$ cat src/sv/mbe_pkg.sv
// ----------------------------------------------------------------------------
// Mandelbrot escape-time package
// Shared widths, configuration register indexes, reset values and the
// payload types of the pixel and result channels.
// ----------------------------------------------------------------------------
`default_nettype none

package mbe_pkg;

  // Pixel coordinates and frame extents are this wide.
  localparam int COORD_BITS = 12;
  // Iteration limit register width.
  localparam int LIMIT_BITS = 8;
  // Escape count field width: the limit plus one more.
  localparam int COUNT_BITS = LIMIT_BITS + 1;
  // Default number of fraction bits of the fixed-point values.
  localparam int FRAC_BITS_DEF = 28;

  // Configuration port.
  localparam int CFG_IDX_BITS  = 2;
  localparam int CFG_DATA_BITS = COORD_BITS;

  localparam logic [CFG_IDX_BITS-1:0] REG_FRAME_WIDTH     = 2'd0;
  localparam logic [CFG_IDX_BITS-1:0] REG_FRAME_HEIGHT    = 2'd1;
  localparam logic [CFG_IDX_BITS-1:0] REG_ITERATION_LIMIT = 2'd2;

  localparam logic [COORD_BITS-1:0] FRAME_WIDTH_RST     = 12'd2000;
  localparam logic [COORD_BITS-1:0] FRAME_HEIGHT_RST    = 12'd2000;
  localparam logic [LIMIT_BITS-1:0] ITERATION_LIMIT_RST = 8'd100;

  // Divider widths at the default fraction width.
  localparam int DIV_DVD_BITS_DEF = COORD_BITS + 1 + FRAC_BITS_DEF;
  localparam int DIV_DVS_BITS_DEF = COORD_BITS + 1;

  // One pixel position.
  typedef struct packed {
    logic [COORD_BITS-1:0] pixel_col;
    logic [COORD_BITS-1:0] pixel_row;
  } pixel_t;

  // One escape-time result.
  typedef struct packed {
    logic                  escaped;
    logic [COUNT_BITS-1:0] escape_count;
  } result_t;

endpackage

`default_nettype wire

$ cat src/sv/mandelbrot_escape_time.sv
// ----------------------------------------------------------------------------
// Mandelbrot escape-time unit
// Maps a pixel to a complex constant and counts z = z^2 + c iterations until
// |z|^2 > 4, a part of the new z leaves [-2, 2] or the iteration limit is reached.
// ----------------------------------------------------------------------------
// Usage:
//   A pixel (column, row) transfers on the input channel when in_valid_i is
//   high and in_stall_o is low. Exactly one result transfers on the output
//   channel for every pixel, when out_valid_o is high and out_stall_i low.
//   The block works on one pixel at a time; in_stall_o stays high from the
//   accepted transfer until the result has moved into the output register.
//   Steps: the scale is taken from a reciprocal multiply, then two
//   divisions (the two coordinates, on one shared bit-serial divider),
//   then the iteration run, with three products per iteration on the
//   shared multiplier, which walks the FRAC_BITS+4 bit operand in NCH
//   chunks of at most 32 bits.
//   A finished result waiting in the output register does not keep the
//   block from taking the next pixel; while out_stall_i holds it, the next
//   result waits in the final state and the input channel stays stalled.
//   Reset clears the handshake state, sets the frame to 2000 x 2000 and
//   the iteration limit to 100. The user must write the configuration
//   registers only while no pixel is in flight; the block does not check this.
// ----------------------------------------------------------------------------
`default_nettype none

module mandelbrot_escape_time import mbe_pkg::*; #(
  parameter int FRAC_BITS = FRAC_BITS_DEF
) (
  input  wire logic                     clk_i,
  input  wire logic                     rst_ni,
  // Configuration write port
  input  wire logic                     cfg_we_i,
  input  wire logic [CFG_IDX_BITS-1:0]  cfg_idx_i,
  input  wire logic [CFG_DATA_BITS-1:0] cfg_data_i,
  // Pixel channel
  input  wire logic                     in_valid_i,
  output logic                          in_stall_o,
  input  wire pixel_t                   in_data_i,
  // Result channel
  output logic                          out_valid_o,
  input  wire logic                     out_stall_i,
  output result_t                       out_data_o
);

  localparam int CB  = COORD_BITS;
  localparam int F   = FRAC_BITS;
  localparam int VAL = F + 8;
  localparam int MW  = F + 4;
  localparam int PW  = F + 5;
  localparam int ZW  = F + 10;
  localparam int DVD = CB + 1 + F;
  localparam int DVS = CB + 1;
  localparam int QW  = (DVD > VAL) ? DVD : VAL;

  // floor(x / 10) = (x * 52429) >> 19, exact for every x below 2^16.
  localparam int                    TENTH_SHIFT = 19;
  localparam logic [15:0]           TENTH_MUL   = 16'd52429;
  localparam logic [QW-1:0]         SAT_LIM  = QW'(1) << (VAL - 1);
  localparam logic signed [VAL-1:0] SAT_NEG  = {1'b1, {(VAL-1){1'b0}}};
  localparam logic signed [VAL-1:0] SAT_POS  = {1'b0, {(VAL-1){1'b1}}};
  localparam logic signed [ZW-1:0]  TWO_FX   = ZW'(2) <<< F;
  localparam logic signed [ZW-1:0]  NTWO_FX  = -TWO_FX;
  localparam logic signed [ZW-1:0]  FOUR_FX  = ZW'(4) <<< F;

  typedef enum logic [6:0] {
    S_IDLE  = 7'b0000001,
    S_SCALE = 7'b0000010,
    S_MAPR  = 7'b0000100,
    S_MAPI  = 7'b0001000,
    S_MUL   = 7'b0010000,
    S_EVAL  = 7'b0100000,
    S_DONE  = 7'b1000000
  } state_e;

  typedef enum logic [1:0] {
    OP_SQR   = 2'd0,
    OP_SQI   = 2'd1,
    OP_XPROD = 2'd2
  } op_e;

  state_e state_q, state_d;
  op_e    op_q, op_d, op_issue, op_next;

  logic [CB-1:0]          width_q, height_q;
  logic [LIMIT_BITS-1:0]  limit_q;
  logic [CB-1:0]          col_q, col_d, row_q, row_d, scale_q, scale_d, scale_new;
  logic signed [VAL-1:0]  cr_q, cr_d, ci_q, ci_d, c_val;
  logic signed [MW-1:0]   zr_q, zr_d, zi_q, zi_d;
  logic signed [PW-1:0]   sqr_q, sqr_d, sqi_q, sqi_d, xprod_q, xprod_d;
  logic [LIMIT_BITS-1:0]  k_q, k_d;
  logic                   issue_q, issue_d;
  logic                   res_esc_q, res_esc_d;
  logic [COUNT_BITS-1:0]  res_cnt_q, res_cnt_d;
  logic                   out_valid_q;
  result_t                out_data_q;

  logic                   in_accept, out_load;
  logic [CB:0]            sum_wh;
  logic [TENTH_SHIFT+CB-1:0] scale_prod;
  logic [CB-1:0]          scale_quo;
  logic signed [CB+1:0]   row_num, col_num, row_abs, col_abs;
  logic [CB:0]            row_mag, col_mag;
  logic                   c_neg, c_sat;
  logic [QW-1:0]          quo_x;

  logic                   div_start, div_done;
  logic [DVD-1:0]         div_dvd, div_quo;
  logic [DVS-1:0]         div_dvs;

  logic                   mul_start, mul_done;
  logic signed [MW-1:0]   mul_a, mul_b;
  logic signed [PW-1:0]   mul_res;

  logic signed [ZW-1:0]   sqr_x, sqi_x, xprod_x, cr_x, ci_x, sq_sum, nr, ni;
  logic                   test_esc, range_esc;
  logic [COUNT_BITS-1:0]  k_inc1, k_inc2;

  assign in_stall_o = (state_q != S_IDLE);
  assign in_accept  = in_valid_i && !in_stall_o;
  assign out_load   = (state_q == S_DONE) && (!out_valid_q || !out_stall_i);

  // Configuration registers.
  always_ff @(posedge clk_i or negedge rst_ni) begin
    if (!rst_ni) begin
      width_q  <= FRAME_WIDTH_RST;
      height_q <= FRAME_HEIGHT_RST;
      limit_q  <= ITERATION_LIMIT_RST;
    end else if (cfg_we_i) begin
      unique case (cfg_idx_i)
        REG_FRAME_WIDTH:     width_q  <= cfg_data_i[CB-1:0];
        REG_FRAME_HEIGHT:    height_q <= cfg_data_i[CB-1:0];
        REG_ITERATION_LIMIT: limit_q  <= cfg_data_i[LIMIT_BITS-1:0];
        default: ;
      endcase
    end
  end

  // Coordinate mapping: numerator 2*pos - extent and its magnitude.
  assign sum_wh  = {1'b0, width_q} + {1'b0, height_q};
  assign row_num = $signed({1'b0, row_q, 1'b0}) - $signed({2'b00, height_q});
  assign col_num = $signed({1'b0, col_q, 1'b0}) - $signed({2'b00, width_q});
  assign row_abs = row_num[CB+1] ? -row_num : row_num;
  assign col_abs = col_num[CB+1] ? -col_num : col_num;
  assign row_mag = row_abs[CB:0];
  assign col_mag = col_abs[CB:0];

  // Scale is the frame sum over ten by a reciprocal multiply, clamped to at least one.
  assign scale_prod = sum_wh * TENTH_MUL;
  assign scale_quo  = scale_prod[TENTH_SHIFT +: CB];
  assign scale_new  = (scale_quo == '0) ? CB'(1) : scale_quo;

  // Signed, saturated constant from the quotient magnitude.
  assign c_neg = (state_q == S_MAPR) ? row_num[CB+1] : col_num[CB+1];
  assign quo_x = QW'(div_quo);
  assign c_sat = (quo_x >= SAT_LIM);
  always_comb begin
    if (c_neg) begin
      c_val = c_sat ? SAT_NEG : VAL'(0) - $signed(quo_x[VAL-1:0]);
    end else begin
      c_val = c_sat ? SAT_POS : $signed(quo_x[VAL-1:0]);
    end
  end

  // Iteration arithmetic on the current z and its products.
  assign sqr_x     = ZW'(sqr_q);
  assign sqi_x     = ZW'(sqi_q);
  assign xprod_x   = ZW'(xprod_q);
  assign cr_x      = ZW'(cr_q);
  assign ci_x      = ZW'(ci_q);
  assign sq_sum    = sqr_x + sqi_x;
  assign test_esc  = (sq_sum > FOUR_FX);
  assign nr        = sqr_x - sqi_x + cr_x;
  assign ni        = xprod_x + ci_x;
  assign range_esc = (nr > TWO_FX) || (nr < NTWO_FX) || (ni > TWO_FX) || (ni < NTWO_FX);
  assign k_inc1    = {1'b0, k_q} + COUNT_BITS'(1);
  assign k_inc2    = {1'b0, k_q} + COUNT_BITS'(2);

  // Product order within one iteration.
  always_comb begin
    unique case (op_q)
      OP_SQR:  op_next = OP_SQI;
      OP_SQI:  op_next = OP_XPROD;
      default: op_next = OP_XPROD;
    endcase
  end

  // Multiplier operands for the product being issued.
  always_comb begin
    unique case (op_issue)
      OP_SQR: begin
        mul_a = zr_q;
        mul_b = zr_q;
      end
      OP_SQI: begin
        mul_a = zi_q;
        mul_b = zi_q;
      end
      default: begin
        mul_a = zr_q <<< 1;
        mul_b = zi_q;
      end
    endcase
  end

  // Sequencer.
  always_comb begin
    state_d   = state_q;
    op_d      = op_q;
    op_issue  = op_q;
    issue_d   = 1'b0;
    col_d     = col_q;
    row_d     = row_q;
    scale_d   = scale_q;
    cr_d      = cr_q;
    ci_d      = ci_q;
    zr_d      = zr_q;
    zi_d      = zi_q;
    sqr_d     = sqr_q;
    sqi_d     = sqi_q;
    xprod_d   = xprod_q;
    k_d       = k_q;
    res_esc_d = res_esc_q;
    res_cnt_d = res_cnt_q;
    div_start = 1'b0;
    div_dvd   = '0;
    div_dvs   = '0;
    mul_start = 1'b0;

    unique case (state_q)
      S_IDLE: begin
        if (in_accept) begin
          col_d     = in_data_i.pixel_col;
          row_d     = in_data_i.pixel_row;
          state_d   = S_SCALE;
        end
      end
      S_SCALE: begin
        scale_d   = scale_new;
        div_start = 1'b1;
        div_dvd   = {row_mag, {F{1'b0}}};
        div_dvs   = {scale_new, 1'b0};
        state_d   = S_MAPR;
      end
      S_MAPR: begin
        if (div_done) begin
          cr_d      = c_val;
          div_start = 1'b1;
          div_dvd   = {col_mag, {F{1'b0}}};
          div_dvs   = {scale_q, 1'b0};
          state_d   = S_MAPI;
        end
      end
      S_MAPI: begin
        if (div_done) begin
          ci_d    = c_val;
          zr_d    = '0;
          zi_d    = '0;
          sqr_d   = '0;
          sqi_d   = '0;
          xprod_d = '0;
          k_d     = '0;
          state_d = S_EVAL;
        end
      end
      S_MUL: begin
        if (issue_q) begin
          mul_start = 1'b1;
        end else if (mul_done) begin
          unique case (op_q)
            OP_SQR:  sqr_d   = mul_res;
            OP_SQI:  sqi_d   = mul_res;
            default: xprod_d = mul_res;
          endcase
          if (op_q == OP_XPROD) begin
            state_d = S_EVAL;
          end else begin
            op_d      = op_next;
            op_issue  = op_next;
            mul_start = 1'b1;
          end
        end
      end
      S_EVAL: begin
        // Squares test of the current z, then the limit, then the new z.
        if (test_esc) begin
          res_esc_d = 1'b1;
          res_cnt_d = k_inc1;
          state_d   = S_DONE;
        end else if (k_q == limit_q) begin
          res_esc_d = 1'b0;
          res_cnt_d = '0;
          state_d   = S_DONE;
        end else if (range_esc) begin
          res_esc_d = 1'b1;
          res_cnt_d = k_inc2;
          state_d   = S_DONE;
        end else begin
          zr_d    = nr[MW-1:0];
          zi_d    = ni[MW-1:0];
          k_d     = k_q + LIMIT_BITS'(1);
          op_d    = OP_SQR;
          issue_d = 1'b1;
          state_d = S_MUL;
        end
      end
      S_DONE: begin
        if (out_load) begin
          state_d = S_IDLE;
        end
      end
      default: state_d = S_IDLE;
    endcase
  end

  // Control registers.
  always_ff @(posedge clk_i or negedge rst_ni) begin
    if (!rst_ni) begin
      state_q <= S_IDLE;
      op_q    <= OP_SQR;
      issue_q <= 1'b0;
      k_q     <= '0;
    end else begin
      state_q <= state_d;
      op_q    <= op_d;
      issue_q <= issue_d;
      k_q     <= k_d;
    end
  end

  // Payload registers.
  always_ff @(posedge clk_i) begin
    col_q     <= col_d;
    row_q     <= row_d;
    scale_q   <= scale_d;
    cr_q      <= cr_d;
    ci_q      <= ci_d;
    zr_q      <= zr_d;
    zi_q      <= zi_d;
    sqr_q     <= sqr_d;
    sqi_q     <= sqi_d;
    xprod_q   <= xprod_d;
    res_esc_q <= res_esc_d;
    res_cnt_q <= res_cnt_d;
  end

  // Output register: a result transfer frees it, a finished pixel refills it.
  always_ff @(posedge clk_i or negedge rst_ni) begin
    if (!rst_ni) begin
      out_valid_q <= 1'b0;
    end else if (out_load) begin
      out_valid_q <= 1'b1;
    end else if (!out_stall_i) begin
      out_valid_q <= 1'b0;
    end
  end

  always_ff @(posedge clk_i) begin
    if (out_load) begin
      out_data_q.escaped      <= res_esc_q;
      out_data_q.escape_count <= res_cnt_q;
    end
  end

  assign out_valid_o = out_valid_q;
  assign out_data_o  = out_data_q;

  // Shared divider for both coordinates.
  mbe_div #(
    .DVD_BITS (DVD),
    .DVS_BITS (DVS)
  ) u_div (
    .clk_i      (clk_i),
    .rst_ni     (rst_ni),
    .start_i    (div_start),
    .dividend_i (div_dvd),
    .divisor_i  (div_dvs),
    .done_o     (div_done),
    .quotient_o (div_quo)
  );

  // Shared multiplier for the squares and the cross term.
  mbe_mul #(
    .FRAC_BITS (FRAC_BITS)
  ) u_mul (
    .clk_i    (clk_i),
    .rst_ni   (rst_ni),
    .start_i  (mul_start),
    .a_i      (mul_a),
    .b_i      (mul_b),
    .done_o   (mul_done),
    .result_o (mul_res)
  );

endmodule

`default_nettype wire

$ cat src/sv/mbe_div.sv
// ----------------------------------------------------------------------------
// Mandelbrot escape-time divider
// Restoring unsigned divider that retires one quotient bit per cycle.
// ----------------------------------------------------------------------------
`default_nettype none

module mbe_div import mbe_pkg::*; #(
  parameter int DVD_BITS = DIV_DVD_BITS_DEF,
  parameter int DVS_BITS = DIV_DVS_BITS_DEF
) (
  input  wire logic                clk_i,
  input  wire logic                rst_ni,
  input  wire logic                start_i,
  input  wire logic [DVD_BITS-1:0] dividend_i,
  input  wire logic [DVS_BITS-1:0] divisor_i,
  output logic                     done_o,
  output logic      [DVD_BITS-1:0] quotient_o
);

  localparam int CNT_BITS = $clog2(DVD_BITS);

  logic [DVD_BITS-1:0] quo_q;
  logic [DVS_BITS-1:0] rem_q, dvs_q, rem_d;
  logic [CNT_BITS-1:0] cnt_q;
  logic                busy_q, done_q, last;
  logic [DVS_BITS:0]   trial, diff;
  logic                ge;

  // Shift the next dividend bit into the partial remainder and try a subtract.
  assign trial = {rem_q, quo_q[DVD_BITS-1]};
  assign diff  = trial - {1'b0, dvs_q};
  assign ge    = (trial >= {1'b0, dvs_q});
  assign rem_d = ge ? diff[DVS_BITS-1:0] : trial[DVS_BITS-1:0];
  assign last  = (cnt_q == CNT_BITS'(DVD_BITS - 1));

  // Control: busy for one cycle per dividend bit, then a one-cycle done.
  always_ff @(posedge clk_i or negedge rst_ni) begin
    if (!rst_ni) begin
      busy_q <= 1'b0;
      done_q <= 1'b0;
      cnt_q  <= '0;
    end else begin
      done_q <= 1'b0;
      if (start_i) begin
        busy_q <= 1'b1;
        cnt_q  <= '0;
      end else if (busy_q) begin
        cnt_q <= cnt_q + CNT_BITS'(1);
        if (last) begin
          busy_q <= 1'b0;
          done_q <= 1'b1;
        end
      end
    end
  end

  // Datapath: the dividend register fills up with quotient bits from the right.
  always_ff @(posedge clk_i) begin
    if (start_i) begin
      quo_q <= dividend_i;
      rem_q <= '0;
      dvs_q <= divisor_i;
    end else if (busy_q) begin
      quo_q <= {quo_q[DVD_BITS-2:0], ge};
      rem_q <= rem_d;
    end
  end

  assign done_o     = done_q;
  assign quotient_o = quo_q;

endmodule

`default_nettype wire

$ cat src/sv/mbe_mul.sv
// ----------------------------------------------------------------------------
// Mandelbrot escape-time multiplier
// Signed fixed-point multiplier that walks the second operand in chunks of
// at most 32 bits, most significant chunk first, and returns the product
// floored to the fraction width.
// ----------------------------------------------------------------------------
`default_nettype none

module mbe_mul import mbe_pkg::*; #(
  parameter int FRAC_BITS = FRAC_BITS_DEF
) (
  input  wire logic                        clk_i,
  input  wire logic                        rst_ni,
  input  wire logic                        start_i,
  input  wire logic signed [FRAC_BITS+3:0] a_i,
  input  wire logic signed [FRAC_BITS+3:0] b_i,
  output logic                             done_o,
  output logic signed      [FRAC_BITS+4:0] result_o
);

  localparam int MW       = FRAC_BITS + 4;
  localparam int PW       = FRAC_BITS + 5;
  localparam int NCH      = (MW + 31) / 32;
  localparam int CW       = (MW + NCH - 1) / NCH;
  localparam int BW       = NCH * CW;
  localparam int AW       = MW + BW + 1;
  localparam int CNT_BITS = $clog2(NCH + 1);

  logic signed [MW-1:0]   a_q, a_cur;
  logic        [BW-1:0]   bsh_q, b_cur, b_ext;
  logic        [CW-1:0]   chunk;
  logic signed [CW:0]     chunk_s;
  logic signed [MW+CW:0]  pp;
  logic signed [AW-1:0]   pp_ext, acc_q, acc_d;
  logic [CNT_BITS-1:0]    cnt_q, idx;
  logic                   busy_q, done_q, step, last;

  // Operand selection: the first chunk comes straight from the inputs.
  assign b_ext   = BW'(b_i);
  assign a_cur   = start_i ? a_i : a_q;
  assign b_cur   = start_i ? b_ext : bsh_q;
  assign chunk   = b_cur[BW-1 -: CW];
  assign chunk_s = start_i ? $signed({chunk[CW-1], chunk}) : $signed({1'b0, chunk});

  // One partial product per cycle, accumulated with a fixed left shift.
  assign pp     = a_cur * chunk_s;
  assign pp_ext = AW'(pp);
  assign acc_d  = start_i ? pp_ext : (acc_q <<< CW) + pp_ext;

  assign step = start_i || busy_q;
  assign idx  = start_i ? '0 : cnt_q;
  assign last = (idx == CNT_BITS'(NCH - 1));

  // Chunk sequencing.
  always_ff @(posedge clk_i or negedge rst_ni) begin
    if (!rst_ni) begin
      busy_q <= 1'b0;
      done_q <= 1'b0;
      cnt_q  <= '0;
    end else begin
      busy_q <= step && !last;
      done_q <= step && last;
      if (step) begin
        cnt_q <= idx + CNT_BITS'(1);
      end
    end
  end

  // Operand and accumulator registers.
  always_ff @(posedge clk_i) begin
    if (start_i) begin
      a_q <= a_i;
    end
    if (step) begin
      acc_q <= acc_d;
      bsh_q <= b_cur << CW;
    end
  end

  // Arithmetic shift right of the full product rounds toward minus infinity.
  assign done_o   = done_q;
  assign result_o = acc_q[FRAC_BITS +: PW];

endmodule

`default_nettype wire
$ cat config.mk
export PLATFORM = sky130hd
export DESIGN_NAME = mandelbrot_escape_time
export DESIGN_NICKNAME = d
export VERILOG_FILES = /design/src/sv/mbe_pkg.sv /design/src/sv/mandelbrot_escape_time.sv /design/src/sv/mbe_div.sv /design/src/sv/mbe_mul.sv
export SDC_FILE = /design/constraint.sdc
export NUM_CORES = 2
export LEC_CHECK = 0
export BUFFER_PORTS_ARGS = -buffer_cell sky130_fd_sc_hd__buf_2
export CORE_MARGIN = 4
export CORE_UTILIZATION = 45
export DETAILED_ROUTE_END_ITERATION = 16
export GPL_ROUTABILITY_DRIVEN = 0
export GPL_TIMING_DRIVEN = 1
export PLACE_DENSITY = 0.68
export SLEW_MARGIN = 20
export SYNTH_ARGS = -nofsm -noshare
export SYNTH_HDL_FRONTEND = slang
export SYNTH_SLANG_ARGS = --single-unit
$ cat constraint.sdc
create_clock -name clk_i -period 13.8 [get_ports clk_i]
set_clock_uncertainty 0.05 [all_clocks]
set_input_delay 1.38 -clock clk_i [delete_from_list [all_inputs] [get_ports clk_i]]
set_output_delay 1.38 -clock clk_i [all_outputs]
set_load 0.02 [all_outputs]
* Word level (Yosys, flattened, before mapping)
Index checks and enable logic that the tools add are counted.
** Word-level totals
- Register bits after elaboration :: 513
- Bits in latches :: 0
- Memory bits (writable) :: 0
- ROM bits :: 0
- Bits of input ports :: 43
- Memories :: 0
** Cells by class
- $add $sub $neg :: 17
- Multipliers :: 2
- Div/mod/pow operators :: 0
- Magnitude comparators :: 7
- Equal/unequal tests :: 29
- Shift-type cells :: 0
- Mux-type cells :: 93
- Bitwise gates (word level) :: 1
- Reductions and logical operators :: 35
** Operators with widths (count)
- two-way mux 33 bit :: 11
- two-way mux 32 bit :: 10
- case mux 33 bit (2 select lines) :: 3
- case mux 32 bit (2 select lines) :: 3
- two-way mux 41 bit :: 3
- two-way mux 36 bit :: 3
- case mux 41 bit (2 select lines) :: 1
- greater-than comparator 37 x 31 -> 1 bit, second input constant :: 2
- < comparator 37 x 30 -> 1 bit, second input constant :: 2
- two-way mux 7 bit :: 10
- adder 61 bit :: 1
- multiplier 32 x 33 -> 61 bit :: 1
- two-way mux 61 bit :: 1
- two-way mux 13 bit :: 4
- case mux 7 bit (7 select lines) :: 1
- >= comparator 41 x 36 -> 1 bit, second input constant :: 1
- adder 33 x 36 -> 37 bit :: 1
- adder 34 x 36 -> 37 bit :: 1
- subtractor 1 x 36 -> 36 bit, first input constant :: 1
- adder 33 x 33 -> 34 bit :: 1
- greater-than comparator 34 x 32 -> 1 bit, second input constant :: 1
- subtractor 33 x 33 -> 34 bit :: 1
- two-way mux 8 bit :: 4
- multiplier 13 x 16 -> 29 bit, second input constant :: 1
- other kinds (46) :: 116

* Depth between registers and ports, before layout
- Depth in word-level cells :: 13
- Gate-level depth with buffers :: 55

* By module
From an unflattened synthesis, not the netlist that was laid out.
** Second synthesis, totals
- Cell total of the unflattened synthesis :: 7574
- Area total of the unflattened synthesis :: 71618.7 um^2
** By module, submodules not included
- mbe_mul :: instances 1, cells an instance 4310, area an instance 40362.5 um^2, sequential area each 1926.8 um^2
- mandelbrot_escape_time :: instances 1, cells an instance 2951, area an instance 27418.8 um^2, sequential area each 9974.6 um^2
- mbe_div :: instances 1, cells an instance 313, area an instance 3837.4 um^2, sequential area each 2082.0 um^2

* Least setup slack after synthesis
Ideal clock, no wire load.
- Path kind :: reg-to-reg
- Start :: register state_q[3]
- End :: register u_mul.acc_q[59], data pin
- Library setup time :: 0.260 ns
- Data arrival time :: 12.726 ns
- Required time :: 13.490 ns
- Slack :: 0.764 ns
- Stages on the path, launching flop included :: 49
- Buffers on the path :: 2
- Cell sequence :: dfrtp_1 > or4_4 > nor4_4 > xnor2_1 > or2_1 > clkbuf_1 > o22ai_1 > nor3_1 > a21oi_1 > inv_1 > clkbuf_1 > nand2_1 > fa_1 > fa_1 > fa_1 > inv_1 > fa_1 > fa_1 > (+13 left out) > a21oi_1 > xor2_1 > inv_1 > ha_1 > a21o_1 > a21oi_1 > o21bai_1 > o311a_1 > o211ai_1 > a31oi_1 > a21oi_1 > a21oi_1 > a211o_1 > a21o_1 > a21oi_1 > o21ai_0 > xor2_1 > mux2_2
** RTL lines
- start: declaration :: RTL line mandelbrot_escape_time.sv:81 : state_e state_q, state_d;
- start signal: assignment :: RTL line mandelbrot_escape_time.sv:323 : state_q <= state_d;
- equality test 7 x 5 -> 1 bit (*) :: RTL line mandelbrot_escape_time.sv:229 : unique case (state_q)
- two-way mux 2 bit :: RTL line mandelbrot_escape_time.sv:229
- equality test 2 x 1 -> 1 bit or logical NOT 2 bit (tied branches) :: RTL line mandelbrot_escape_time.sv:189 : unique case (op_issue)
- case mux 32 bit (2 select lines) :: RTL line mandelbrot_escape_time.sv:189
- two-way mux 32 bit (*)
- net u_mul.a_cur[9] :: RTL line mbe_mul.sv:29 : logic signed [MW-1:0] a_q, a_cur;
- multiplier 32 x 33 -> 61 bit (*) :: RTL line mbe_mul.sv:46 : assign pp = a_cur * chunk_s;
- adder 61 bit :: RTL line mbe_mul.sv:48 : assign acc_d = start_i ? pp_ext : (acc_q <<< CW) + pp_ext;
- two-way mux 61 bit (*) :: RTL line mbe_mul.sv:48
- net u_mul.acc_d[59] :: RTL line mbe_mul.sv:34 : logic signed [AW-1:0] pp_ext, acc_q, acc_d;
- end signal: assignment :: RTL line mbe_mul.sv:75 : acc_q <= acc_d;
- end: declaration :: RTL line mbe_mul.sv:34
Mark *: on every way through the listed nets, which the timed path passes. The rest lies on a longest branch.
A chain may end at the register's enable or synchronous reset.

* Final worst setup path
- Start :: register state_q[3]
- End :: register u_mul.acc_q[60], data pin
The elaborated chain is that of the path after synthesis.

==> results.md <==
* Outcome: finished, final reports clean
* Yosys warning total at 0
* Worst hold path class: flop to flop
* Total iterations of the first detailed-routing run at 9
* Final period utilization at 96.74%
* Height of the chip at 396.3 microns
* Synth unique cells at 98
* Leakage component of the power at 0.03351 uW
* Die Outline Area at 157,100 sq um
* Startpoint of the most critical register-to-register path: state_q[3]
* Final critical delay including setup and external delays at 13.35 ns
* R2r endpoint: u_mul.acc_q[60]
* Worst Max-Slew Pin Slew at 1.258 ns
* Longest Clk Path Bufs at 3
* I/O Buffers at 54
* Num Clock Sinks at 508
* Top cell type's share of synthesized area at 33.92%
* Max FO, Critical Path at 23
* Mapped cell area at 67,860 sq um
* Initial detailed-routing violation count at 5,108
* CP most frequent cell: fa_1
* Top post-synthesis cells by area: fa_1, edfxtp_1, ha_1, inv_1, nor2_1
* Clock slew at reported path FFs at 0.06 ns
* Number of nets in the synthesized netlist at 8,733
* Row count at 142
* Critical-path cell with the highest stage delay: or4_4
* Overall routed net length at 213,500 microns
* Count of max-cap constraint violations at 0
* Skew-Pair Late Insertion Delay at 0.68 ns
* Via density at 5.701
* Number of ports placed on the die boundary at 55
* Highest-count cells in the layout ignoring fill and taps: inv_1, fa_1, nor2_1
* Most common library cell in the layout ignoring fill and taps: inv_1
* Final-report setup violation count at 0
* Highest achievable clock rate at 74.90 MHz
* Synthesized area per cell at 9.576 sq um
* Aggregate global-route resource usage at 27.24%
* Global-route wire length before repair at 325,600 microns
* Kind of start point of the critical path: flop
* Number of nets in the layout at 8,791
* Sequential-to-total area share from yosys stat at 21.39%
* Pwr/cell area at 142.1 nW/um^2
* Placeable Area at 149,800 sq um
* Total negative slack for setup checks at 0 ns
* Cells on Worst Hold Path at 0
* Worst setup margin at 0.4497 ns
* Total number of vias at 52,520
* Final-report hold violation count at 0
* Post-synthesis instance total at 7,087
* Worst min-delay path endpoint: out_data_o[4]
* Flip-flop and latch count after synthesis at 508
* Worst hold path startpoint: res_cnt_q[4]
* Average detailed-routed wire length per instance at 23.18 microns
* Fraction of layout cells with a size suffix above 1 at 7.118%
* Depth of the worst register-to-register path at 47
* Fill cell count at 13,620
* Root Driver: clkbuf_16
* Number of antenna violations at the first check in global routing at 7
* Number of flops mapped to enable cells by yosys at 401
* DPL Wire Length at 175,700 microns
* Area leader, netlist: fa_1
* Largest net degree at the start of global routing at 63
* Pre-CTS setup slack at 0.1578 ns
* Vias in the first global route at 53,800
* CTS H-tree depth at 2
* Normalized max-slew margin at 15.88%
* Clock buffers created by TritonCTS at 56
* Switch Pwr at 4558 uW
* Classification of the worst setup path: flop to flop
* Effective utilization at floorplan at 45.31%
* Power Internal at 5888 uW
* Leading register cell type out of synthesis: edfxtp_1
* Async set or reset register ratio after synthesis at 12.20%
* # DRC at 0
* P&R area growth vs syn at 8.304%
* Critical Path RT at 14.12 ns
* Slew Viols, Final at 0
* Unrepaired setup endpoints after global routing: no
* R2R Setup Slk at 0.45 ns
* Combinational share of power at 62.9%
* Worst endpoint data arrival time at 13.67 ns
* Sw frac at 43.64%
* Maximum cell stage delay along the critical path at 0.60 ns
* Antenna viol nets, final at 0
* Kind of end point of the critical path: flop
* Total global routing overflow at 0
* Sequential group share of total power at 21.5%
* Clock tree from TritonCTS: yes
* Share of total power in the clock network at 15.6%
* Peak supply drop at 0.7086 mV
* Die X-Extent at 396.3 microns
[kinds of logic (layout without fill, tap and decap cells)]
| group | after synthesis | in the layout | synth area share [%] |
|---|---|---|---|
| AO/OA/AOI/OAI | 980 | 981 | 9.552 |
| XOR/XNOR | 269 | 269 | 3.472 |
| adder cells (fa/ha/maj) | 1603 | 1603 | 42.28 |
| buffers and inverters | 1549 | 1654 | 8.581 |
| flip-flops | 508 | 508 | 21.39 |
| multiplexers | 54 | 54 | 0.8555 |
| other | 0 | 2 | 0 |
| AND/OR/NAND/NOR | 2124 | 2124 | 13.88 |
[metrics by stage]
step                      hold WS, ns  cells  util, %  instance area (sq um)  total power [uW]
after detailed placement       0.3559   9091    47.60                  71290              8858
final                          0.3775   9211    49.07                  73500             10450
after global routing           0.3917   9209    49.07                  73490             11690
after floorplan                0.3503   7087        -                  67860              7273
after CTS                      0.3784   9197    48.93                  73280             10570
after global placement         0.3542   9091    47.58                  71260              8621
[worst max path at each step]
stage                           from  depth (start not counted)               to  slack [ns]
after detailed placement  state_q[3]                         49  u_mul.acc_q[60]        0.16
after global placement    state_q[3]                         49  u_mul.acc_q[60]        0.29
final                     state_q[3]                         47  u_mul.acc_q[60]        0.45
after CTS                 state_q[3]                         49  u_mul.acc_q[60]        0.05
after global routing      state_q[3]                         53  u_mul.acc_q[59]       0.002
after floorplan           state_q[3]                         48  u_mul.acc_q[59]        0.76
[synthesized netlist by cell type, types with 17 or more instances]
master and n:
a211oi_1 35, a21o_1 131, a21oi_1 262, a31oi_1 26, and2_1 109, and3_1 30
buf_1 17, clkbuf_1 227, dfrtp_1 46, dfxtp_1 45, edfxtp_1 401, fa_1 1150
ha_1 453, inv_1 1284, mux2_2 32, mux2i_1 22, nand2_1 733, nand2b_1 45
nand3_1 66, nand3b_1 17, nand4_1 31, nor2_1 816, nor2b_1 34, nor3_1 78
nor4_1 30, o211ai_1 21, o21a_1 53, o21ai_0 174, o21ai_1 21, o21bai_1 39
o31ai_1 18, or2_2 27, or3_1 39, xnor2_1 159, xor2_1 110
[critical path: cells and delay by family (launching register included)]
| kind | cells | cell delay (ns) |
|---|---|---|
| AO/OA/AOI/OAI | 15 | 3.38 |
| XOR/XNOR | 3 | 0.47 |
| adder cells (fa/ha/maj) | 11 | 4.95 |
| buffers and inverters | 8 | 1.40 |
| flip-flops | 1 | 0.42 |
| AND/OR/NAND/NOR | 10 | 2.36 |
[layer usage]
| metal | global-route usage [%] | wire length [microns] | share of wire [%] | vias to the layer above |
|---|---|---|---|---|
| met5 | 0 | 16 | 0.0075 | - |
| met4 | 15.78 | 16300 | 7.6 | 2 |
| met3 | 5.836 | 23170 | 11 | 740 |
| met2 | 42.64 | 94190 | 44 | 3033 |
| met1 | 35.10 | 79850 | 37 | 25980 |
| li1 | - | - | - | 22760 |
[power groups by stage]
| stage | Clock [uW] | Combinational, uW | Sequential, uW |
|---|---|---|---|
| after global routing | 1710 | 7710 | 2260 |
| after CTS | 1650 | 6680 | 2240 |
| final | 1630 | 6570 | 2240 |
| after global placement | 0 | 6350 | 2270 |
| after detailed placement | 0 | 6590 | 2270 |
| after floorplan | 0 | 5060 | 2210 |
[repair_timing]
item                                    4_1_cts  5_1_grt
hold buffers                                  0        0
resized for setup                             0       29
endpoints found under the setup margin        0        6
buffers inserted                              0       11
[state kept, by name (all words and copies together) (netlist names), 32 cells and up]
| register | cells |
|---|---|
| xprod_q | 33 |
| cr_q | 36 |
| ci_q | 36 |
| u_mul.acc_q | 61 |
| u_div.quotient_o | 41 |
| zi_q | 32 |
| zr_q | 32 |
| sqi_q | 33 |
| sqr_q | 33 |
| u_mul.a_q | 32 |
[final cells by class]
type	instances	area [sq um]	share of cell area, %
Antenna cell	2	5.005	0.006809
Clock buffer	71	1548	2.106
Clock inverter	35	444.2	0.6043
Inverter	1298	4880	6.639
Multi-Input combinational cell	5031	47810	65.05
Sequential cell	508	14510	19.75
Tap cell	2016	2522	3.432
Timing Repair Buffer	250	1778	2.419
Note: power is estimated with default switching activity, not from simulation.
